## config.mk

```make
export PLATFORM = sky130hd
export DESIGN_NAME = catmull_rom_point_eval_top
export DESIGN_NICKNAME = d
export VERILOG_FILES = /design/src/hdl/crpe_pkg.sv /design/src/hdl/catmull_rom_point_eval_top.sv
export SDC_FILE = /design/constraint.sdc
export NUM_CORES = 2
export LEC_CHECK = 0
export BUFFER_PORTS_ARGS = -buffer_cell sky130_fd_sc_hd__clkbuf_2
export CAP_MARGIN = 20
export CORE_ASPECT_RATIO = 1.5
export CORE_MARGIN = 5
export CORE_UTILIZATION = 69
export DETAILED_ROUTE_END_ITERATION = 10
export PLACE_DENSITY_LB_ADDON = 0.2
export SYNTH_ARGS = -nofsm -noshare
export SYNTH_HDL_FRONTEND = slang
export SYNTH_SLANG_ARGS = --single-unit
```

## constraint.sdc

```tcl
create_clock -name aclk -period 66.2 [get_ports aclk]
set_clock_uncertainty 0.1 [all_clocks]
set_input_delay 6.62 -clock aclk [delete_from_list [all_inputs] [get_ports aclk]]
set_output_delay 6.62 -clock aclk [all_outputs]
set_load 0.02 [all_outputs]
```

## src/hdl/crpe_pkg.sv

```systemverilog
// ----------------------------------------------------------------------------
// crpe_pkg : shared constants and types for the Catmull-Rom point evaluator
// Fixed-point widths, word layout and sequencer states.
// ----------------------------------------------------------------------------
package crpe_pkg;

    // curve parameter format: unsigned Q1.T_FRAC_BITS, 1.0 included
    localparam int T_FRAC_BITS = 16;
    localparam int T_W         = T_FRAC_BITS + 1;

    // coordinates and multiplier operands
    localparam int COORD_W = 32;
    localparam int MUL_A_W = COORD_W + 1;
    localparam int W_W     = T_FRAC_BITS + 4;
    localparam int PROD_W  = MUL_A_W + W_W;
    localparam int ACC_W   = PROD_W + 3;

    // window geometry and multiply-accumulate schedule
    localparam int AXES     = 3;
    localparam int TAPS     = 4;
    localparam int AXIS_W   = $clog2(AXES);
    localparam int TAP_W    = $clog2(TAPS);
    localparam int MAC_LAST = AXES * TAPS;
    localparam int CNT_W    = $clog2(MAC_LAST + 1);

    // stream word layout
    localparam int S_TDATA_W = ((3 * COORD_W + T_W + 7) / 8) * 8;
    localparam int M_TDATA_W = 3 * COORD_W;
    localparam int T_LSB     = 3 * COORD_W;

    // item kinds carried in s_tuser
    localparam logic OP_PUSH = 1'b0;
    localparam logic OP_EVAL = 1'b1;

    typedef enum logic [2:0] {
        ST_IDLE,
        ST_SQ,
        ST_CUBE,
        ST_WEIGHT,
        ST_MAC,
        ST_DONE
    } state_t;

endpackage

```

## src/hdl/catmull_rom_point_eval_top.sv

```systemverilog
// ----------------------------------------------------------------------------
// catmull_rom_point_eval_top : uniform Catmull-Rom cubic segment in 3D
// Push words shift a control point into a four-point window; evaluate words
// return the weighted sum of the window per axis, using one shared multiplier.
// ----------------------------------------------------------------------------
// Push word: accepted while idle, no result word.
// Evaluate word: the input is not ready again until the result word has been loaded
// into the output register, so evaluations do not overlap. The schedule is set
// by the shared 33x20 multiplier: t squared, t cubed, then twelve products.
// Reset (aresetn low, synchronous) clears the window to zeros and the sequencer.
// ----------------------------------------------------------------------------
module catmull_rom_point_eval_top (
    input  logic                               aclk,
    input  logic                               aresetn,
    input  logic                               s_tvalid,
    output logic                               s_tready,
    // pt_x [31:0], pt_y [63:32], pt_z [95:64], param_t [112:96], zero pad
    input  logic [crpe_pkg::S_TDATA_W-1:0]     s_tdata,
    // op
    input  logic                               s_tuser,
    output logic                               m_tvalid,
    input  logic                               m_tready,
    // out_x [31:0], out_y [63:32], out_z [95:64]
    output logic [crpe_pkg::M_TDATA_W-1:0]     m_tdata
);

    localparam int TF    = crpe_pkg::T_FRAC_BITS;
    localparam int TW    = crpe_pkg::T_W;
    localparam int CW    = crpe_pkg::COORD_W;
    localparam int AW    = crpe_pkg::MUL_A_W;
    localparam int WW    = crpe_pkg::W_W;
    localparam int PW    = crpe_pkg::PROD_W;
    localparam int ACW   = crpe_pkg::ACC_W;
    localparam int CNTW  = crpe_pkg::CNT_W;
    localparam int AXW   = crpe_pkg::AXIS_W;
    localparam int TPW   = crpe_pkg::TAP_W;
    localparam int SQ_W  = 2 * TF + 2;

    localparam logic [TW-1:0]   T_ONE      = {1'b1, {TF{1'b0}}};
    localparam logic [SQ_W-1:0] T_HALF     = SQ_W'(1) << (TF - 1);
    localparam logic signed [WW-1:0]  TWO_ONE    = WW'(1) << (TF + 1);
    localparam logic signed [ACW-1:0] ROUND_BIAS = ACW'(1) << TF;
    localparam logic [CNTW-1:0] CNT_LAST   = CNTW'(crpe_pkg::MAC_LAST);

    crpe_pkg::state_t state_reg, state_next;

    logic signed [CW-1:0]  win_reg [crpe_pkg::AXES][crpe_pkg::TAPS];
    logic [TW-1:0]         t_reg;
    logic [TW-1:0]         t2_reg;
    logic signed [WW-1:0]  w_reg [crpe_pkg::TAPS];
    logic signed [PW-1:0]  prod_reg;
    logic signed [ACW-1:0] acc_reg;
    logic [CNTW-1:0]       cnt_reg;
    logic signed [CW-1:0]  res_reg [crpe_pkg::AXES];
    logic                  m_tvalid_reg;
    logic [crpe_pkg::M_TDATA_W-1:0] m_data_reg;

    // sequencer controls
    logic in_ready;
    logic push_en;
    logic eval_en;
    logic t2_load;
    logic w_load;
    logic acc_en;
    logic out_load;

    logic              accept;
    logic [TW-1:0]     t_in;
    logic [TW-1:0]     t_clamped;
    logic [SQ_W-1:0]   round_sum;
    logic [TW-1:0]     t_round;
    logic [CNTW-1:0]   k_idx;
    logic [AXW-1:0]    iss_axis;
    logic [TPW-1:0]    iss_tap;
    logic [AXW-1:0]    k_axis;
    logic [TPW-1:0]    k_tap;
    logic signed [AW-1:0]  mul_a;
    logic signed [WW-1:0]  mul_b;
    logic signed [PW-1:0]  prod_next;
    logic signed [ACW-1:0] acc_next;
    logic signed [ACW-TF-2:0] scaled;
    logic [ACW-TF-CW-1:0]  scaled_hi;
    logic signed [CW-1:0]  sat_val;
    logic signed [WW-1:0]  st, st2, st3;
    logic signed [WW-1:0]  w_next [crpe_pkg::TAPS];

    assign accept    = s_tvalid && in_ready;
    assign t_in      = s_tdata[crpe_pkg::T_LSB +: TW];
    assign t_clamped = (t_in > T_ONE) ? T_ONE : t_in;

    // round half up and drop the fraction of the last square or cube
    assign round_sum = prod_reg[SQ_W-1:0] + T_HALF;
    assign t_round   = round_sum[TF +: TW];

    assign k_idx    = cnt_reg - CNTW'(1);
    assign iss_axis = cnt_reg[TPW +: AXW];
    assign iss_tap  = cnt_reg[TPW-1:0];
    assign k_axis   = k_idx[TPW +: AXW];
    assign k_tap    = k_idx[TPW-1:0];

    // ---------------------------------------------------------------- FSM
    always_comb begin
        state_next = state_reg;
        case (state_reg)
            crpe_pkg::ST_IDLE: begin
                if (s_tvalid && s_tuser == crpe_pkg::OP_EVAL) begin
                    state_next = crpe_pkg::ST_SQ;
                end
            end
            crpe_pkg::ST_SQ:     state_next = crpe_pkg::ST_CUBE;
            crpe_pkg::ST_CUBE:   state_next = crpe_pkg::ST_WEIGHT;
            crpe_pkg::ST_WEIGHT: state_next = crpe_pkg::ST_MAC;
            crpe_pkg::ST_MAC: begin
                if (cnt_reg == CNT_LAST) begin
                    state_next = crpe_pkg::ST_DONE;
                end
            end
            crpe_pkg::ST_DONE: begin
                if (!m_tvalid_reg || m_tready) begin
                    state_next = crpe_pkg::ST_IDLE;
                end
            end
            default: state_next = crpe_pkg::ST_IDLE;
        endcase
    end

    always_comb begin
        in_ready = 1'b0;
        t2_load  = 1'b0;
        w_load   = 1'b0;
        acc_en   = 1'b0;
        out_load = 1'b0;
        case (state_reg)
            crpe_pkg::ST_IDLE:   in_ready = 1'b1;
            crpe_pkg::ST_CUBE:   t2_load  = 1'b1;
            crpe_pkg::ST_WEIGHT: w_load   = 1'b1;
            crpe_pkg::ST_MAC:    acc_en   = (cnt_reg != '0);
            crpe_pkg::ST_DONE:   out_load = !m_tvalid_reg || m_tready;
            default: begin
                in_ready = 1'b0;
            end
        endcase
    end

    assign push_en = accept && s_tuser == crpe_pkg::OP_PUSH;
    assign eval_en = accept && s_tuser == crpe_pkg::OP_EVAL;

    always_ff @(posedge aclk) begin
        if (!aresetn) begin
            state_reg <= crpe_pkg::ST_IDLE;
        end else begin
            state_reg <= state_next;
        end
    end

    // ---------------------------------------------------------------- window
    always_ff @(posedge aclk) begin
        if (!aresetn) begin
            for (int a = 0; a < crpe_pkg::AXES; a++) begin
                for (int i = 0; i < crpe_pkg::TAPS; i++) begin
                    win_reg[a][i] <= '0;
                end
            end
        end else if (push_en) begin
            for (int a = 0; a < crpe_pkg::AXES; a++) begin
                for (int i = 0; i < crpe_pkg::TAPS - 1; i++) begin
                    win_reg[a][i] <= win_reg[a][i+1];
                end
                win_reg[a][crpe_pkg::TAPS-1] <= s_tdata[a*CW +: CW];
            end
        end
    end

    // ---------------------------------------------------------------- multiplier
    always_comb begin
        mul_a = '0;
        mul_b = '0;
        case (state_reg)
            crpe_pkg::ST_SQ: begin
                mul_a = AW'(t_reg);
                mul_b = WW'(t_reg);
            end
            crpe_pkg::ST_CUBE: begin
                mul_a = AW'(t_round);
                mul_b = WW'(t_reg);
            end
            crpe_pkg::ST_MAC: begin
                if (cnt_reg != CNT_LAST) begin
                    mul_a = AW'(win_reg[iss_axis][iss_tap]);
                    mul_b = w_reg[iss_tap];
                end
            end
            default: begin
                mul_a = '0;
            end
        endcase
    end

    assign prod_next = PW'(mul_a) * PW'(mul_b);

    // ---------------------------------------------------------------- weights
    assign st  = WW'(t_reg);
    assign st2 = WW'(t2_reg);
    assign st3 = WW'(t_round);

    always_comb begin
        w_next[0] = -st3 + (st2 <<< 1) - st;
        w_next[1] = (st3 <<< 1) + st3 - (st2 <<< 2) - st2 + TWO_ONE;
        w_next[2] = -((st3 <<< 1) + st3) + (st2 <<< 2) + st;
        w_next[3] = st3 - st2;
    end

    // ---------------------------------------------------------------- accumulate
    // restart each axis with the rounding bias so the final shift rounds half up
    assign acc_next  = ((k_tap == '0) ? ROUND_BIAS : acc_reg) + ACW'(prod_reg);
    assign scaled    = acc_next[ACW-1:TF+1];
    assign scaled_hi = scaled[ACW-TF-2:CW-1];
    assign sat_val   = ((&scaled_hi) || !(|scaled_hi)) ? scaled[CW-1:0] :
                       (scaled[ACW-TF-2] ? {1'b1, {(CW-1){1'b0}}} : {1'b0, {(CW-1){1'b1}}});

    always_ff @(posedge aclk) begin
        prod_reg <= prod_next;
        if (eval_en) begin
            t_reg <= t_clamped;
        end
        if (t2_load) begin
            t2_reg <= t_round;
        end
        if (w_load) begin
            for (int i = 0; i < crpe_pkg::TAPS; i++) begin
                w_reg[i] <= w_next[i];
            end
        end
        if (acc_en) begin
            acc_reg <= acc_next;
            if (k_tap == TPW'(crpe_pkg::TAPS - 1)) begin
                res_reg[k_axis] <= sat_val;
            end
        end
    end

    always_ff @(posedge aclk) begin
        if (!aresetn) begin
            cnt_reg <= '0;
        end else if (w_load) begin
            cnt_reg <= '0;
        end else if (state_reg == crpe_pkg::ST_MAC) begin
            cnt_reg <= cnt_reg + CNTW'(1);
        end
    end

    // ---------------------------------------------------------------- output word
    always_ff @(posedge aclk) begin
        if (!aresetn) begin
            m_tvalid_reg <= 1'b0;
        end else if (out_load) begin
            m_tvalid_reg <= 1'b1;
        end else if (m_tready) begin
            m_tvalid_reg <= 1'b0;
        end
    end

    always_ff @(posedge aclk) begin
        if (out_load) begin
            for (int a = 0; a < crpe_pkg::AXES; a++) begin
                m_data_reg[a*CW +: CW] <= res_reg[a];
            end
        end
    end

    assign s_tready = in_ready;
    assign m_tvalid = m_tvalid_reg;
    assign m_tdata  = m_data_reg;

endmodule
```

======== After elaboration in Yosys (flattened, before gate mapping) ========
Memories as Yosys holds them, arrays and structs flattened. A register that Yosys moved wholly into a read port is not among the register bits.
Index checks and enable logic that the tools add are counted.
word-level totals
  RAM bits ................................ 560
  word-level logic and storage cells ...... 117
  memories ................................ 3
  register bits after elaboration ......... 151
  output and inout bits ................... 98
  bits of input ports ..................... 125
memory list
  memory   depth  bits a word  read ports  clocked after Yosys merged registers in  wr ports  RTL line                          RTL
  win_reg  3      128          4           1                                        3         catmull_rom_point_eval_top.sv:47  logic signed [CW-1:0] win_reg [crpe_pkg::AXES][crpe_pkg::TAPS];
  res_reg  3      32           3           3                                        1         catmull_rom_point_eval_top.sv:54  logic signed [CW-1:0] res_reg [crpe_pkg::AXES];
  w_reg    4      20           1           1                                        4         catmull_rom_point_eval_top.sv:50  logic signed [WW-1:0] w_reg [crpe_pkg::TAPS];
cells by class
  add/subtract/negate cells ............... 15
  equal/unequal tests ..................... 11
  reductions and logical operators ........ 17
  multipliers ............................. 1
  order comparisons ....................... 2
  bitwise logic cells ..................... 15
  multiplexer cells ....................... 46
operators by type and width
  cell                                                   count
  two-way mux 32 bit                                     16
  case mux 33 bit (3 select lines)                       1
  binary-select mux 32 bit (select 2 bit)                1
  adder 56 x 53 -> 56 bit                                1
  two-way mux 56 bit                                     1
  multiplier 33 x 20 -> 53 bit                           1
  case mux 20 bit (2 select lines)                       1
  subtractor 20 x 18 -> 20 bit                           2
  adder 33 x 16 -> 33 bit, second input constant         1
  two-way mux 33 bit                                     1
  adder 20 x 18 -> 20 bit                                1
  adder 20 x 19 -> 20 bit                                1
  adder 20 x 19 -> 20 bit, second input constant         1
  adder 20 bit                                           1
  two-way mux 20 bit                                     1
  negator 17 -> 20 bit                                   1
  negator 19 -> 20 bit                                   1
  subtractor 20 bit                                      1
  adder 18 x 17 -> 19 bit                                1
  case mux 3 bit (6 select lines)                        1
  subtractor 17 x 17 -> 18 bit                           1
  greater-than comparator 17 bit, second input constant  1
  two-way mux 1 bit                                      16
  OR 1 bit                                               12
  other kinds (25)                                       41

======== Depth between registers and ports, before layout ========
  depth after elaboration ................. 8
  mapped depth ............................ 41
  gate-level depth less buffers ........... 36

======== Worst setup path before layout ========
Ideal clock, no wire load.
  path type ............................... input to register
  from .................................... input port s_tvalid
  to ...................................... memory win_reg[0][0] (netlist bit), enable pin
  slack ................................... 31.025 ns
  stages on the path ...................... 2
  arrival time ............................ 33.412 ns
  path buffers ............................ 0
  cell sequence ........................... nand2_1 > o21ai_0
RTL lines
  item             RTL line                          RTL
  start, declared  catmull_rom_point_eval_top.sv:15  input logic s_tvalid,
  end, declared    catmull_rom_point_eval_top.sv:47

======== Worst setup path after layout ========
  from .................................... register cnt_reg[0]
  to ...................................... register prod_reg[49]
between the ends
  word-level cells in the longest chain between the ends .. 7
ends and longest elaborated chain
  item                                                    RTL line                           RTL
  start, declared                                         catmull_rom_point_eval_top.sv:53   logic [CNTW-1:0] cnt_reg;
  start signal, assigned                                  catmull_rom_point_eval_top.sv:248  cnt_reg <= cnt_reg + CNTW'(1);
  NOT 2 -> 3 bit (implied by the code)                    catmull_rom_point_eval_top.sv:189  mul_a = AW'(win_reg[iss_axis][iss_tap]);
  binary-select mux 32 bit (select 2 bit)                 catmull_rom_point_eval_top.sv:189
  two-way mux 32 bit (implied by the code) (2 in series)  catmull_rom_point_eval_top.sv:189
  two-way mux 33 bit                                      catmull_rom_point_eval_top.sv:188  if (cnt_reg != CNT_LAST) begin
  case mux 33 bit (3 select lines)                        catmull_rom_point_eval_top.sv:178  case (state_reg)
  multiplier 33 x 20 -> 53 bit (*)                        catmull_rom_point_eval_top.sv:199  assign prod_next = PW'(mul_a) * PW'(mul_b);
  named net prod_next[49]                                 catmull_rom_point_eval_top.sv:79   logic signed [PW-1:0] prod_next;
  end signal, assigned                                    catmull_rom_point_eval_top.sv:222  prod_reg <= prod_next;
  end, declared                                           catmull_rom_point_eval_top.sv:51   logic signed [PW-1:0] prod_reg;
The timed path passes the listed nets; every way through them passes the cells marked *. The select of a mux whose other input is x is not followed.
A chain may end at the register's enable or synchronous reset.

==> impl_metrics.csv <==
group,metric,value,unit
finish,synthToLayoutAreaGrowth,8.01,%
timing,fmax,91.5,MHz
hold_path,worst_hold_stages,0,
timing,finalSetupViolCount,0,
die,fp-row-count,135,
finish,post_layout_nonfiller_instances,7001,
route,route.detailed.vias_per_inst,5.92,
clock_network,post-cts-setup-buffer-count,0,
worst_setup_path,crit_fanout,50,
route,drt_pass1_iterations,6,
logic_synthesis,yosysSeqAreaShare,37.8,%
logic_synthesis,ys_async_sr_fraction,0,%
worst_setup_path,reg2reg_setup_slack,55.27,ns
clock_network,clock_sink_count,808,
route,detail_route.wl_per_cell,21.2,um
logic_synthesis,postSynthNetCount,6767,
clock_network,cts_max_level,3,
clock_network,later_pin_clock_latency_in_the_skew_report,0.67,ns
die,io_pins,223,
worst_setup_path,timing.rr.end,"prod_reg[49]",
global_route,first_global_vias,44715,
placed_design,buffer_ports.inserted,215,
hold_path,whs_endpoint,"m_tdata[42]",
run,drv_cap,0,
logic_synthesis,ys.warnings.count,0,
clock_network,clockRootBuffer,"sky130_fd_sc_hd__clkbuf_16",
timing,tightestPinTransition,1.33,ns
route,finalWirelength,148000,um
clock_network,cells_resized_by_post_cts_repair,0,
worst_setup_path,critical_path_required,66.69,ns
timing,rsz0062_at_grt,"false",
timing,timing.final.crit_share,16.5,%
global_route,global_route.overflow_total,0,
clock_network,clk_transition_reported_paths,0.07,ns
hold_path,min_path_type,"reg -> reg",
route,drt_iter0_markers,2876,
timing,timing_hold_violations_final,0,
die,core-area,0.0902,mm^2
logic_synthesis,syn_inst,5646,
pwr,irDropWorstVdd,28.8,uV
placed_design,hpwl,111000,um
finish,finalNetCount,6895,
global_route,antenna_found_initial,2,
timing,tns,0,ns
clock_network,cts_inserted_buffers,76,
logic_synthesis,dominantRegCellSynth,"sky130_fd_sc_hd__edfxtp_1",
global_route,grt_util_all_layers,31.1,%
pwr,p_per_area,25.9,mW/mm^2
logic_synthesis,synth.cell_area,0.0625,mm^2
timing,maxSlewHeadroom,10.4,%
hold_path,worstHoldStart,"res_reg[1][10]",
placed_design,placed_cells_incl_taps,6854,
global_route,grt_pass1_wl,236000,um
placed_design,place_congestion,0.985,
logic_synthesis,number_of_distinct_library_cells_after_synthesis,83,
route,antenna_left,0,
worst_setup_path,worstSetupPathType,"reg -> reg",
die,initial_util,69.3,%
pwr,leakagePower,28.8,nW
worst_setup_path,timing.rr.start,"cnt_reg[0]",
run_status,status,"complete, no violations",
logic_synthesis,synthesis.area_per_instance,11.1,um^2
logic_synthesis,number_of_enable_type_register_cells_in_the_synthesized_netlist,743,
worst_setup_path,critPathMaxStageDelay,0.79,ns
timing,number_of_pins_exceeding_their_max_slew_limit_in_the_final_report,0,
worst_setup_path,critical_path_arrival,11.42,ns
route,detail_route.drc_violations,0,
die,design.die.area,0.0969,mm^2
timing,post-route-min-period,10.93,ns
worst_setup_path,critical-path-slowest-cell,"sky130_fd_sc_hd__and2_1",
clock_network,max-clock-path-buffers,3,
logic_synthesis,synthesized_flop_and_latch_total,808,
finish,post_route_cells_drive_above_1_share,10.4,%
finish,largest_reg_flops,384,
route,via_count,41454,
die,die_width,256,um
worst_setup_path,critical_path.startpoint_type,"flip-flop",
clock_network,ctsHoldBuffers,0,
finish,filler_instances,6168,
die,die_h,379,um
worst_setup_path,r2r.worst_path.cells,30,
clock_network,cts_tree,"done",
worst_setup_path,end_kind,"flip-flop",
global_route,grt_start_max_net_pins,208,
worst_setup_path,crit_path_frequent_cell,"sky130_fd_sc_hd__fa_1",
==> report_power, final <==
group	total, W	internal [W]	switching [W]	leakage [nW]
sequential	0.000651	0.000629	0.0000225	7.84
clock	0.000461	0.000263	0.000198	1.27
combinational	0.000639	0.000244	0.000395	19.7
total	0.00175	0.00114	0.000616	28.8
==> cells in the mapped netlist, types with 13 or more instances <==
cell type / n / area share [%]
sky130_fd_sc_hd__nor2b_1: 108 / 1.1
sky130_fd_sc_hd__and3_1: 24 / 0.24
sky130_fd_sc_hd__edfxtp_1: 743 / 36
sky130_fd_sc_hd__buf_2: 13 / 0.10
sky130_fd_sc_hd__or2_2: 19 / 0.19
sky130_fd_sc_hd__mux4_2: 85 / 3.1
sky130_fd_sc_hd__nor2_1: 336 / 2.0
sky130_fd_sc_hd__o21ai_0: 107 / 0.86
sky130_fd_sc_hd__fa_1: 696 / 22
sky130_fd_sc_hd__a21o_1: 56 / 0.67
sky130_fd_sc_hd__o31ai_1: 16 / 0.19
sky130_fd_sc_hd__o21ai_1: 13 / 0.10
sky130_fd_sc_hd__xnor2_1: 132 / 1.8
sky130_fd_sc_hd__a211oi_1: 15 / 0.18
sky130_fd_sc_hd__nand2_1: 539 / 3.2
sky130_fd_sc_hd__nand2b_1: 28 / 0.28
sky130_fd_sc_hd__a21boi_0: 15 / 0.18
sky130_fd_sc_hd__mux2i_1: 61 / 0.98
sky130_fd_sc_hd__a21oi_1: 206 / 1.6
sky130_fd_sc_hd__clkbuf_1: 200 / 1.2
sky130_fd_sc_hd__o21a_1: 40 / 0.48
sky130_fd_sc_hd__nor3_1: 36 / 0.29
sky130_fd_sc_hd__and2_1: 450 / 4.5
sky130_fd_sc_hd__ha_1: 300 / 6.0
sky130_fd_sc_hd__buf_1: 21 / 0.13
sky130_fd_sc_hd__dfxtp_1: 65 / 2.1
sky130_fd_sc_hd__nand3_1: 49 / 0.39
sky130_fd_sc_hd__a21oi_2: 31 / 0.43
sky130_fd_sc_hd__o21bai_1: 32 / 0.38
sky130_fd_sc_hd__o211ai_1: 39 / 0.47
sky130_fd_sc_hd__nand4_1: 18 / 0.18
sky130_fd_sc_hd__inv_1: 944 / 5.7
sky130_fd_sc_hd__xor2_1: 58 / 0.81
sky130_fd_sc_hd__a31oi_1: 14 / 0.14
==> area by class of cell <==
| cell class | count | area, um^2 | share of cell area [%] |
|---|---|---|---|
| multi-input combinational | 3651 | 34500 | 51.1 |
| tap | 1164 | 1460 | 2.16 |
| antenna | 1 | 2.50 | 0.00371 |
| clock buffer | 87 | 1990 | 2.94 |
| inverter | 946 | 3550 | 5.26 |
| sequential | 808 | 23600 | 35.0 |
| clock inverter | 53 | 653 | 0.967 |
| timing repair buffer | 291 | 1730 | 2.56 |
==> layout by cell type (no fill, tap or decap), drive strengths merged, types with 30 or more instances in the layout <==
cell type,n
inv,952
edfxtp,743
fa,696
nand2,539
and2,451
nor2,336
clkbuf,302
ha,300
a21oi,237
xnor2,134
o21ai,121
nor2b,108
mux4,85
buf,76
dfxtp,65
mux2i,61
xor2,58
a21o,56
nand3,49
o21a,40
o211ai,39
nor3,37
o21bai,32
clkinv,30
==> through the flow <==
stage	hold slack, ns	area [um^2]	total power, W	utilization [%]	setup WS (ns)
after floorplan	0.300	62500	0.00113	-	31.03
after global placement	0.301	64800	0.00126	71.8	55.39
after detailed placement	0.305	64800	0.00128	71.8	55.35
after CTS	0.315	67400	0.00175	74.7	55.30
after global routing	0.321	67500	0.00185	74.9	54.65
final	0.314	67500	0.00175	74.9	55.27
==> worst max-delay path by stage <==
| stage | startpoint | to | slack, ns | cells after the start |
|---|---|---|---|---|
| 6_report | cnt_reg[0] | prod_reg[49] | 55.27 | 30 |
| 5_1_grt | flip-flop | prod_reg[49] | 54.65 | 29 |
| 4_1_cts | flip-flop | prod_reg[49] | 55.30 | 29 |
| 3_5_place_dp | flip-flop | prod_reg[49] | 55.35 | 29 |
| 3_3_place_gp | cnt_reg[0] | prod_reg[51] | 55.39 | 30 |
| 2_1_floorplan | s_tvalid | win_reg[0][0] | 31.03 | 2 |
==> cell families (layout without fill, tap and decap cells) <==
logic type	count (synthesis)	after routing	synth area share [%]
and+or+nand+nor	1639	1639	12.8
buffers and inverters	1187	1377	7.21
DFF	808	808	37.8
xor gates and xnor gates	192	192	2.71
AOI/OAI and AO/OA	668	668	7.03
other	0	1	0
adders and majority gates	996	996	28.3
muxes	156	156	4.22
==> worst max-delay path: cells and delay by family, from the launching register on <==
kind / cells / cell delay, ns
XOR/XNOR: 1 / 0.14
AO/OA/AOI/OAI: 11 / 3.35
AND/OR/NAND/NOR: 2 / 0.97
multiplexers: 1 / 0.33
buffers and inverters: 7 / 1.50
adder cells (fa/ha/maj): 8 / 3.84
flip-flops: 1 / 0.58
==> routing by layer <==
layer	up-vias	share of wire, %	track usage (%)
met5	-	0	0
met4	0	7.5	19.3
met3	576	7.7	5.95
met2	1746	51	55.3
met1	20489	34	34.7
li1	18643	-	-
(Power assumes the default switching activity.)
